===== config.mk =====
export PLATFORM = sky130hd
export DESIGN_NAME = psm_queue
export DESIGN_NICKNAME = d
export VERILOG_FILES = /design/src/hw/rtl/psm_pkg.sv /design/src/hw/rtl/psm_queue.sv
export SDC_FILE = /design/constraint.sdc
export NUM_CORES = 1
export LEC_CHECK = 0
export ABC_AREA = 1
export CORE_MARGIN = 2
export CORE_UTILIZATION = 50
export CTS_BUF_LIST = sky130_fd_sc_hd__clkbuf_8 sky130_fd_sc_hd__clkbuf_16
export CTS_CLUSTER_SIZE = 14
export DETAILED_ROUTE_END_ITERATION = 8
export DONT_BUFFER_PORTS = 1
export PLACE_DENSITY_LB_ADDON = 0.08
export SYNTH_ARGS = -nofsm -noshare
export SYNTH_HDL_FRONTEND = slang
export SYNTH_SLANG_ARGS = --single-unit
export TNS_END_PERCENT = 50

===== constraint.sdc =====
create_clock -name clk -period 8.4 [get_ports clk]
set_input_delay 0.42 -clock clk [delete_from_list [all_inputs] [get_ports clk]]
set_output_delay 0.42 -clock clk [all_outputs]
set_load 0.01 [all_outputs]

===== src/hw/rtl/psm_pkg.sv =====
// ----------------------------------------------------------------------------
// psm_pkg
// Types and constants shared by the stereo mixer modules.
// ----------------------------------------------------------------------------
package psm_pkg;

  localparam int unsigned BLK_PER_VOICE = 6;
  localparam int unsigned SAMPLE_W      = 24;
  localparam int unsigned STATE_W       = 32;
  localparam int unsigned GAIN_W        = 18;
  localparam int unsigned OUT_W         = 23;
  localparam int unsigned VOICE_W       = 4;
  localparam int unsigned ACC_W         = 53;
  localparam int unsigned L24_W         = 39;
  localparam int unsigned HSUM_W        = 40;
  localparam int unsigned POST_W        = 59;

  // 0.9995 in Q0.30
  localparam logic signed [30:0] DC_COEF = 31'sd1073204953;
  // 11 V in Q4.18
  localparam logic signed [OUT_W-1:0] OUT_LIMIT = 23'sd2883584;

  typedef enum logic [2:0] {
    REG_CH1_L = 3'd0,
    REG_CH1_R = 3'd1,
    REG_CH2_L = 3'd2,
    REG_CH2_R = 3'd3,
    REG_CH3   = 3'd4,
    REG_CH4   = 3'd5,
    REG_HP    = 3'd6,
    REG_MAIN  = 3'd7
  } reg_idx_t;

  // DC blocker slot within a voice
  typedef enum logic [2:0] {
    BLK_CH1  = 3'd0,
    BLK_CH2  = 3'd1,
    BLK_CH3L = 3'd2,
    BLK_CH3R = 3'd3,
    BLK_CH4L = 3'd4,
    BLK_CH4R = 3'd5
  } blk_t;

  typedef enum logic [3:0] {
    ST_IDLE,
    ST_RD,
    ST_MUL,
    ST_Y,
    ST_ACC,
    ST_RND,
    ST_M0,
    ST_M1,
    ST_M2,
    ST_M3,
    ST_OUT
  } st_t;

  typedef struct packed {
    logic [GAIN_W-1:0] ch1_l;
    logic [GAIN_W-1:0] ch1_r;
    logic [GAIN_W-1:0] ch2_l;
    logic [GAIN_W-1:0] ch2_r;
    logic [GAIN_W-1:0] ch3;
    logic [GAIN_W-1:0] ch4;
    logic [GAIN_W-1:0] hp;
    logic [GAIN_W-1:0] main;
  } gains_t;

  typedef struct packed {
    logic                       voice_ok;
    logic [VOICE_W-1:0]         voice;
    logic signed [SAMPLE_W-1:0] ch1;
    logic signed [SAMPLE_W-1:0] ch2;
    logic signed [SAMPLE_W-1:0] ch3_l;
    logic signed [SAMPLE_W-1:0] ch3_r;
    logic signed [SAMPLE_W-1:0] ch4_l;
    logic signed [SAMPLE_W-1:0] ch4_r;
    logic                       ch3_r_present;
    logic                       ch4_r_present;
  } item_t;

  typedef struct packed {
    logic [VOICE_W-1:0]      voice;
    logic signed [OUT_W-1:0] main_left;
    logic signed [OUT_W-1:0] main_right;
    logic signed [OUT_W-1:0] headphone;
  } res_t;

endpackage


===== src/hw/rtl/psm_queue.sv =====
// ----------------------------------------------------------------------------
// psm_queue
// Two-entry request queue between the front and the back of the mixer.
// ----------------------------------------------------------------------------
module psm_queue (
  input  logic            clk,
  input  logic            rst_n,
  input  logic            push,
  input  psm_pkg::item_t  push_data,
  output logic            full,
  input  logic            pop,
  output psm_pkg::item_t  pop_data,
  output logic            empty
);
  import psm_pkg::*;

  item_t      mem_r [2];
  logic       wptr_r, rptr_r;
  logic [1:0] cnt_r;

  assign full     = (cnt_r == 2'd2);
  assign empty    = (cnt_r == 2'd0);
  assign pop_data = mem_r[rptr_r];

  always_ff @(posedge clk) begin
    if (!rst_n) begin
      wptr_r <= 1'b0;
      rptr_r <= 1'b0;
      cnt_r  <= 2'd0;
    end else begin
      if (push) wptr_r <= ~wptr_r;
      if (pop)  rptr_r <= ~rptr_r;
      cnt_r <= cnt_r + {1'b0, push} - {1'b0, pop};
    end
  end

  always_ff @(posedge clk) begin
    if (push) mem_r[wptr_r] <= push_data;
  end

endmodule


==> impl_metrics.tcl, run 1 <==
set metrics [dict create \
    fmax_mhz 308 \
    grt_usage_pct 16.4 \
    synth_area_leader_cell "edfxtp_1" \
    grt_max_degree 88 \
    fin_tns_setup_ns 0 \
    clk_pin_slew_ns 0.07 \
    maxCapViolations 0 \
    endpoint_kind "primary output" \
    intPower_uw 2800 \
    syn_avg_cell_area_sq_um 22.8 \
    fin_nets 834 \
    fp.coreArea_sq_um 22600 \
    leakage_uw 0.00508 \
    p_total_uw 3520 \
    status "completed" \
    worstSetupPathType "reg -> out" \
    crit_buf_inv 1 \
    min_path_cells 2 \
    dp_hpwl_microns 13200 \
    htree_levels 1 \
    viasPerCell 5.32 \
    insertion_delay_ns 0.54 \
    period_share_pct 38.7 \
    cts_buffer_depth 3 \
    clock_skew_ns 0.0110 \
    io_pins 308 \
    drive_gt1_share_pct 29.6 \
    dp_slack_ns 5.69 \
    powerDensity_nw_per_um2 245 \
    cp-start-kind "register" \
    synthesis.nets 660 \
    seq_power_share_pct 51.3 \
    yosysWarnings 0 \
    cts_sinks 307 \
    drt-initial-drc-count 298 \
    final_cell_mix "302 x edfxtp_1, 154 x dlygate4sd3_1, 90 x mux2_4" \
    finalMaxSlewViolations 0 \
    start_util_pct 50.9 \
    crit_arrival_ns 2.83 \
    worst_ir_drop_vdd_v 0.000214 \
    root_buffer "clkbuf_16" \
    yosysUniqueCellTypes 12 \
    overflow 0 \
    numCtsBuffers 30 \
    final_common_cell "edfxtp_1" \
    path_cells "buf_4 -> mux2_2" \
    die_h_microns 156 \
    stdcell_count 988 \
    power_frac_comb_pct 8.5 \
    dieArea_sq_um 24200 \
    final_antenna_net_count 0 \
    synth_top_area_share_pct 79.0 \
    required_ns 7.98 \
    cp.depth 2 \
    seq_area_frac_synth_pct 79.8 \
    critPathMaxFanout 80 \
    cp_top_family "buffers and inverters" \
    worstMarginPinSlew_ns 1.21 \
    ys_seq_elements 307 \
    setup_viol 0 \
    dieWidth_microns 156 \
    r2r_cells 3 \
    port-buffer-count 0 \
    min_period_ns 3.25 \
    hold_violations 0 \
    route.vias.total 5260 \
    postCtsSetupRepairBufs 0 \
    cpPeakStageDelay_ns 0.94 \
    sw_frac_of_total_pct 20.4 \
    place_congestion 0.741 \
    p_switching_uw 717 \
    slowest_stage "buf_4" \
    grt_pass1_wl_microns 30400 \
    wl_per_cell_microns 21.2 \
    syn_area_sq_um 11500 \
    antenna_found_initial 3 \
    setup_ws_ns 5.15 \
    placedCellCount 776 \
    fill_cells 1561 \
    min_path_type "in -> reg" \
    slew_headroom_pct 19.0 \
    syn2layout_area_growth_pct 25.0 \
    grt_pass1_vias 5541 \
    cts_tree "done" \
    drt-total-wl_microns 20900 \
    synth.area.top_cells "edfxtp_1 79%, mux2_4 12%, mux2_2 6.0%" \
    drc 0 \
    p_clk_share_pct 40.3 \
    syn-instance-count 503 \
    firstDrtPassIters 7 \
    fp-row-count 55 \
    rsz0062_at_grt "no" \
]
layer usage:
layer	global-route usage [%]	part of all wire, %	up-vias	wire length [microns]
met1	20.0	39	2624	8110
met3	5.44	9.1	51	1900
met4	5.64	3.0	0	635
met2	27.6	49	252	10300
li1	-	-	2333	-
met5	0	0	-	0
cell type report:
| class | count | area [sq um] | area share [%] |
|---|---|---|---|
| Antenna cell | 3 | 7.51 | 0.0523 |
| Clock buffer | 31 | 776 | 5.40 |
| Clock inverter | 24 | 289 | 2.01 |
| Inverter | 7 | 31.3 | 0.218 |
| Multi-Input combinational cell | 172 | 2140 | 14.9 |
| Sequential cell | 307 | 9170 | 63.9 |
| Tap cell | 285 | 357 | 2.48 |
| Timing Repair Buffer | 159 | 1580 | 11.0 |
power groups by stage:
stage,clock (uW),sequential [uW],combinational (uW)
after CTS,1440,1800,302
after global routing,1510,1810,318
after detailed placement,0,1840,232
after floorplan,0,1840,202
after global placement,0,1840,228
final,1420,1800,298
cells in the mapped netlist (all sizes together):
master and instances:
buf 17, nor2 9, a21oi 1, dfxtp 5, inv 7, ha 2, nand2 8, nand3 1
mux2 151, edfxtp 302
cell families (layout without fill, tap and decap cells):
group,Yosys count,after routing,share of synthesized area [%]
AO/OA/AOI/OAI,1,1,0.0435
adder cells (fa/ha/maj),2,2,0.218
buffers and inverters,24,221,1.57
flip-flops,307,307,79.8
multiplexers,151,151,17.7
other,0,3,0
AND/OR/NAND/NOR,18,18,0.599
state kept, by name, summed over array words and instances (netlist names), named ones only:
name	flops
cnt_r	2
mem_r	302
rptr_r	1
wptr_r	1
path summary, 6_finish.rpt:
check | from | end | slack [ns]
hold / removal | pop | register | 0.02
setup reg to reg | wptr_r | mem_r[1][0] | 5.90
setup / recovery | register | pop_data[23] | 5.15
hold reg to reg | rptr_r | register | 0.50
worst register-to-register path: cells and delay by family (launching register included):
family                 cells  cell delay (ns)
flip-flops                 1             0.39
AND/OR/NAND/NOR            1             0.15
buffers and inverters      2             1.47
through the flow:
stage          utilization (%)  hold WS [ns]  cell area [sq um]
2_1_floorplan                -         0.463              11500
3_3_place_gp              52.0         0.477              11700
3_5_place_dp              52.0         0.493              11700
4_1_cts                   63.5       0.00292              14300
5_1_grt                   63.6       0.00510              14400
6_report                  63.6        0.0191              14400
timing repair:
| action | in CTS | in global routing |
|---|---|---|
| gates resized for setup | 0 | 0 |
| hold endpoints to repair | 305 | 1 |
| hold buffers | 153 | 1 |
(Power assumes the default switching activity.)
==> run 2: changes to the inputs <==
--- a/config.mk
+++ b/config.mk
@@ -5,7 +5,7 @@
 export SDC_FILE = /design/constraint.sdc
 export NUM_CORES = 1
 export LEC_CHECK = 0
-export ABC_AREA = 1
+export ABC_AREA = 0
 export CORE_MARGIN = 2
 export CORE_UTILIZATION = 50
 export CTS_BUF_LIST = sky130_fd_sc_hd__clkbuf_8 sky130_fd_sc_hd__clkbuf_16
==> constraint.sdc (replaced) <==
create_clock -name clk -period 3.25 [get_ports clk]
set_input_delay 0.1625 -clock clk [delete_from_list [all_inputs] [get_ports clk]]
set_output_delay 0.1625 -clock clk [all_outputs]
set_load 0.01 [all_outputs]
==> run 2 against run 1 <==
Against the previous run: setup slack worse by 3.9 ns; cell area barely moved; die area did not move; final cell count fell by 0.81%; core utilization barely moved; combinational power grew to 3.0 times the previous value; clock power grew 140%; critical path type unchanged; highest routed layer unchanged.
==> impl_metrics.tcl, run 2 <==
set metrics [dict create \
    syn2layout_area_growth_pct 24.9 \
    yosysWarnings 0 \
    overflow 0 \
    synthesis.nets 648 \
    drive_gt1_share_pct 29.6 \
    cp-start-kind "register" \
    fp.coreArea_sq_um 22600 \
    synth.area.top_cells "edfxtp_1 79%, mux2_4 12%, mux2_2 6.0%" \
    synth_most_common_cell "edfxtp_1" \
    dieArea_sq_um 24200 \
    intPower_uw 7010 \
    synth_area_leader_cell "edfxtp_1" \
    finalMaxSlewViolations 0 \
    fin_area_sq_um 14400 \
    numCtsBuffers 31 \
    required_ns 3.09 \
    final_antenna_net_count 0 \
    power_frac_comb_pct 10.1 \
    min_path_type "in -> reg" \
    endpoint_kind "primary output" \
    fmax_mhz 503 \
    synth_common_cells "302 x edfxtp_1, 90 x mux2_4, 61 x mux2_2" \
    multi_input_area_sq_um 2170 \
    syn_avg_cell_area_sq_um 23.4 \
    crit_arrival_ns 1.82 \
    synth-edff-count 302 \
    seq_area_frac_synth_pct 79.8 \
    worstMarginPinSlew_ns 0.941 \
    cts_tree "done" \
    powerDensity_nw_per_um2 619 \
    slew_headroom_pct 37.2 \
    port-buffer-count 0 \
    sw_frac_of_total_pct 21.0 \
    firstDrtPassIters 4 \
    dp_hpwl_microns 13000 \
    root_buffer "clkbuf_16" \
    maxCapViolations 0 \
    clock_skew_ns 0.0116 \
    grt_pass1_wl_microns 30600 \
    cts_sinks 307 \
    grt_usage_pct 16.5 \
    clk_pin_slew_ns 0.06 \
    start_util_pct 50.9 \
    worst_ir_drop_vdd_v 0.000547 \
    seq_power_share_pct 52.2 \
    worstSetupPathType "reg -> out" \
    cts_buffer_depth 3 \
    final_cell_mix "302 x edfxtp_1, 155 x dlygate4sd3_1, 90 x mux2_4" \
    p_switching_uw 1870 \
    largest_reg_flops 302 \
    dp_slack_ns 1.58 \
    period_share_pct 61.2 \
    fin_nets 826 \
    setup_ws_ns 1.26 \
    async_reset_ff_share_pct 0 \
    antenna_found_initial 2 \
    ys_seq_elements 307 \
    hold_violations 0 \
    drt-total-wl_microns 20800 \
    regArea_sq_um 9170 \
    syn_area_sq_um 11500 \
    top_register "mem_r" \
    fp-row-count 55 \
    fill_cells 1574 \
    leakage_uw 0.00506 \
    die_h_microns 156 \
    largestRegisters "mem_r x302, cnt_r x2" \
    postCtsSetupRepairBufs 0 \
    grt_pass1_vias 5513 \
    yosysUniqueCellTypes 14 \
    status "completed" \
    grt_max_degree 82 \
    route.vias.total 5094 \
    final_common_cell "edfxtp_1" \
    synth_top_area_share_pct 79.0 \
    critPathMaxFanout 80 \
    io_pins 308 \
    setup_viol 0 \
    rsz0062_at_grt "no" \
    ys.flop_type "edfxtp_1" \
    htree_levels 1 \
    fin_hold_ws_ns 0.0626 \
    insertion_delay_ns 0.54 \
    syn-instance-count 491 \
    timing.rr.start "wptr_r" \
    worstHoldStart "push" \
    place_congestion 0.715 \
    dieWidth_microns 156 \
    wl_per_cell_microns 21.2 \
    drc 0 \
    drt-initial-drc-count 228 \
    p_clk_share_pct 37.7 \
    viasPerCell 5.20 \
    placed_area_sq_um 11800 \
    min_period_ns 1.99 \
]
[run 2: cell types whose count changed in the layout (fill, tap and decap cells not counted), moves of 2 or more]
| cell | before | now |
|---|---|---|
| and2_1 | 0 | 3 |
| buf_12 | 0 | 4 |
| buf_4 | 5 | 3 |
| bufinv_16 | 7 | 2 |
| clkbuf_8 | 0 | 5 |
| clkinv_1 | 4 | 6 |
| clkinv_2 | 9 | 4 |
| nand2_1 | 8 | 0 |
| nor2_1 | 8 | 1 |
| nor2b_1 | 0 | 3 |
[run 2: power by group through the flow]
stage / combinational [uW] / sequential (uW) / clock (uW)
6_report: 895 / 4630 / 3350
5_1_grt: 952 / 4650 / 3610
4_1_cts: 912 / 4630 / 3440
3_5_place_dp: 728 / 4720 / 0
3_3_place_gp: 722 / 4710 / 0
2_1_floorplan: 610 / 4720 / 0
[run 2: worst max-delay path: stages (launching register included)]
cell and delay, ns:
dfxtp_4 0.37, buf_12 0.39, mux2_2 0.44
[run 2: metrics by stage]
stage,cells,util (%),setup TNS (ns),power [uW]
6_report,980,63.6,0,8880
5_1_grt,980,63.6,0,9210
2_1_floorplan,491,-,-166.99,5330
3_5_place_dp,766,52.3,0,5450
4_1_cts,978,63.6,0,8980
3_3_place_gp,766,52.3,0,5430
[run 2: final cells by class]
cell class | count | share of cell area, %
inverters | 2 | 0.0523
multi-input cells | 165 | 15.1
diodes | 2 | 0.0349
clock inverters | 21 | 1.01
clock buffers | 36 | 5.88
repair buffers | 162 | 11.5
well taps | 285 | 2.48
flip-flops and latches | 307 | 63.9
[run 2: worst paths after layout]
| kind | slack (ns) | to | depth (start not counted) |
|---|---|---|---|
| min | 0.06 | mem_r[1][11] | 1 |
| max reg2reg | 1.59 | mem_r[0][128] | 2 |
| min reg2reg | 0.57 | register | 2 |
| max | 1.26 | pop_data[35] | 2 |
[run 2: kinds of logic after synthesis]
group                    share of synthesized area (%)
buffers and inverters                             1.41
AO/OA/AOI/OAI                                   0.0654
XOR/XNOR                                         0.272
multiplexers                                      17.7
AND/OR/NAND/NOR                                  0.468
adder cells (fa/ha/maj)                          0.218
flip-flops                                        79.8
[run 2: repair_timing]
action                                 CTS  global route
resized for setup                        0             0
endpoints found under the hold margin  307             0
hold buffers                           155             0
[run 2: layer usage]
metal / global-route usage (%) / vias up / share of wire, %
met5: 0 / - / 0
li1: - / 2317 / -
met2: 29.4 / 213 / 51
met1: 18.8 / 2529 / 38
met3: 6.00 / 35 / 8.9
met4: 4.76 / 0 / 2.3
==> run 3: changes to the inputs <==
==> constraint.sdc (replaced) <==
create_clock -name clk -period 1.7 [get_ports clk]
set_input_delay 0.085 -clock clk [delete_from_list [all_inputs] [get_ports clk]]
set_output_delay 0.085 -clock clk [all_outputs]
set_load 0.01 [all_outputs]
==> run 3 against run 2 <==
Against the previous run: the flow now finishes with violations (negative setup slack); worst hold slack got worse by 0.016 ns; clock skew down 0.0054 ns; first-iteration DRC count is 36% higher; flip-flop and latch count unchanged; die area stayed put; total power is 90% higher; clock power is 77% higher; sequential power grew 92%; non-clock buffer count increased by 19.
==> impl_metrics.tcl, run 3 (same netlist as run 2, synthesis figures left out) <==
set metrics [dict create \
    antenna_found_initial 0 \
    drt-total-wl_microns 22200 \
    setup_ws_ns -0.0184 \
    violations "negative setup slack" \
    worstMarginPinSlew_ns 0.373 \
    min_period_ns 1.72 \
    firstDrtPassIters 4 \
    numCtsBuffers 30 \
    port-buffer-count 0 \
    rsz0062_at_grt "yes" \
    insertion_delay_ns 0.53 \
    cp-start-kind "register" \
    clock_skew_ns 0.00613 \
    r2r_setup_slack_ns 0.39 \
    placedCellCount 777 \
    maxCapViolations 0 \
    worstSetupPathType "reg -> out" \
    dieArea_sq_um 24200 \
    leakage_uw 0.00542 \
    r2r_cells 3 \
    fp.coreArea_sq_um 22600 \
    required_ns 1.62 \
    wl_per_cell_microns 22.3 \
    path_cells "buf_12 -> buf_16 -> mux2_4" \
    drc 0 \
    top_register "mem_r" \
    fp-row-count 55 \
    powerDensity_nw_per_um2 1130 \
    hold_violations 0 \
    cts_tree "done" \
    stdcell_count 996 \
    cp.depth 3 \
    status "complete, but fails checks" \
    worstHoldStart "push" \
    drt-initial-drc-count 311 \
    endpoint "pop_data[82]" \
    root_buffer "clkbuf_16" \
    final_antenna_net_count 0 \
    timing.rr.start "wptr_r" \
    crit_buf_inv 2 \
    cts_sinks 307 \
    syn2layout_area_growth_pct 29.6 \
    io_pins 308 \
    setup_viol 74 \
    grt_max_degree 68 \
    die_h_microns 156 \
    grt_pass1_wl_microns 32200 \
    grt_pass1_vias 5593 \
    cpPeakStageDelay_ns 0.38 \
    viasPerCell 5.28 \
    critPathMaxFanout 15 \
    final_cell_mix "302 x edfxtp_1, 154 x dlygate4sd3_1, 138 x mux2_4" \
    grt_usage_pct 17.3 \
    place_congestion 0.762 \
    cp_top_family "flip-flops" \
    route.vias.total 5256 \
    cts_buffer_depth 3 \
    fin_hold_ws_ns 0.0468 \
    htree_levels 1 \
    overflow 0 \
    fin_nets 844 \
    drive_gt1_share_pct 30.8 \
    dp_hpwl_microns 14100 \
    period_share_pct 101 \
    crit_arrival_ns 1.63 \
    clk_pin_slew_ns 0.06 \
    r2r_end "mem_r[0][91]" \
    antenna_cells 0 \
    dp_slack_ns 0.362 \
    largest_reg_flops 302 \
    largestRegisters "mem_r x302, cnt_r x2" \
    final_common_cell "edfxtp_1" \
    slew_headroom_pct 75.1 \
    endpoint_kind "primary output" \
    fmax_mhz 582 \
    min_path_type "in -> reg" \
    finalMaxSlewViolations 0 \
    worst_ir_drop_vdd_v 0.000980 \
    start_util_pct 50.9 \
    slowest_stage "dfxtp_4" \
    dieWidth_microns 156 \
]
run 3: cell count changes in the layout (fill, tap and decap cells not counted), moves of 2 or more:
| cell | before | now |
|---|---|---|
| inv_1 | 9 | 15 |
| mux2_2 | 61 | 13 |
| buf_12 | 4 | 11 |
| clkbuf_16 | 31 | 34 |
| buf_6 | 0 | 2 |
| clkbuf_8 | 5 | 0 |
| mux2_4 | 90 | 138 |
| diode_2 | 2 | 0 |
| buf_16 | 0 | 8 |
run 3: layout make-up:
class | instances | area, sq um
clock inverters | 25 | 126
multi-input cells | 165 | 2350
repair buffers | 181 | 2100
flip-flops and latches | 307 | 9170
fillers | 1498 | 7680
inverters | 2 | 7.51
well taps | 285 | 357
clock buffers | 31 | 776
run 3: power by group:
group	total, uW	switching [uW]	internal, uW
combinational	2050	954	1090
sequential	8870	110	8760
clock	5940	2530	3410
run 3: metal layers:
layer / GRT usage [%] / part of all wire (%) / up-vias
met1: 20.8 / 38 / 2632
met4: 5.11 / 2.4 / 0
met2: 29.6 / 50 / 239
met3: 6.42 / 9.8 / 38
li1: - / - / 2347
met5: 0 / 0 / -
run 3: per-stage QoR:
stage | TNS [ns] | cell area (sq um) | total power (uW) | utilization (%)
after floorplan | -339.40 | 11500 | 10200 | -
after global placement | 0 | 12000 | 10500 | 53.3
after detailed placement | 0 | 12000 | 10500 | 53.3
after CTS | -2.32 | 14700 | 16900 | 65.0
after global routing | -8.43 | 14900 | 17500 | 66.0
final | -0.593 | 14900 | 16900 | 66.0
run 3: how the worst min path moves through the flow:
stage,cells past startpoint,slack (ns),to
floorplan,0,0.18,mem_r[0][0]
global placement,0,0.18,mem_r[0][11]
detailed placement,0,0.18,mem_r[0][9]
CTS,2,0.03,mem_r[0][102]
global route,2,0.03,mem_r[0][133]
finish,2,0.05,mem_r[0][133]
run 3: what timing repair did:
item                                    in CTS  in global routing
hold buffers                               154                  0
endpoints found under the setup margin     144                148
gates cloned                                 2                  4
buffers inserted                             3                  0
resized for setup                           28                 29
hold endpoints to repair                   307                  0
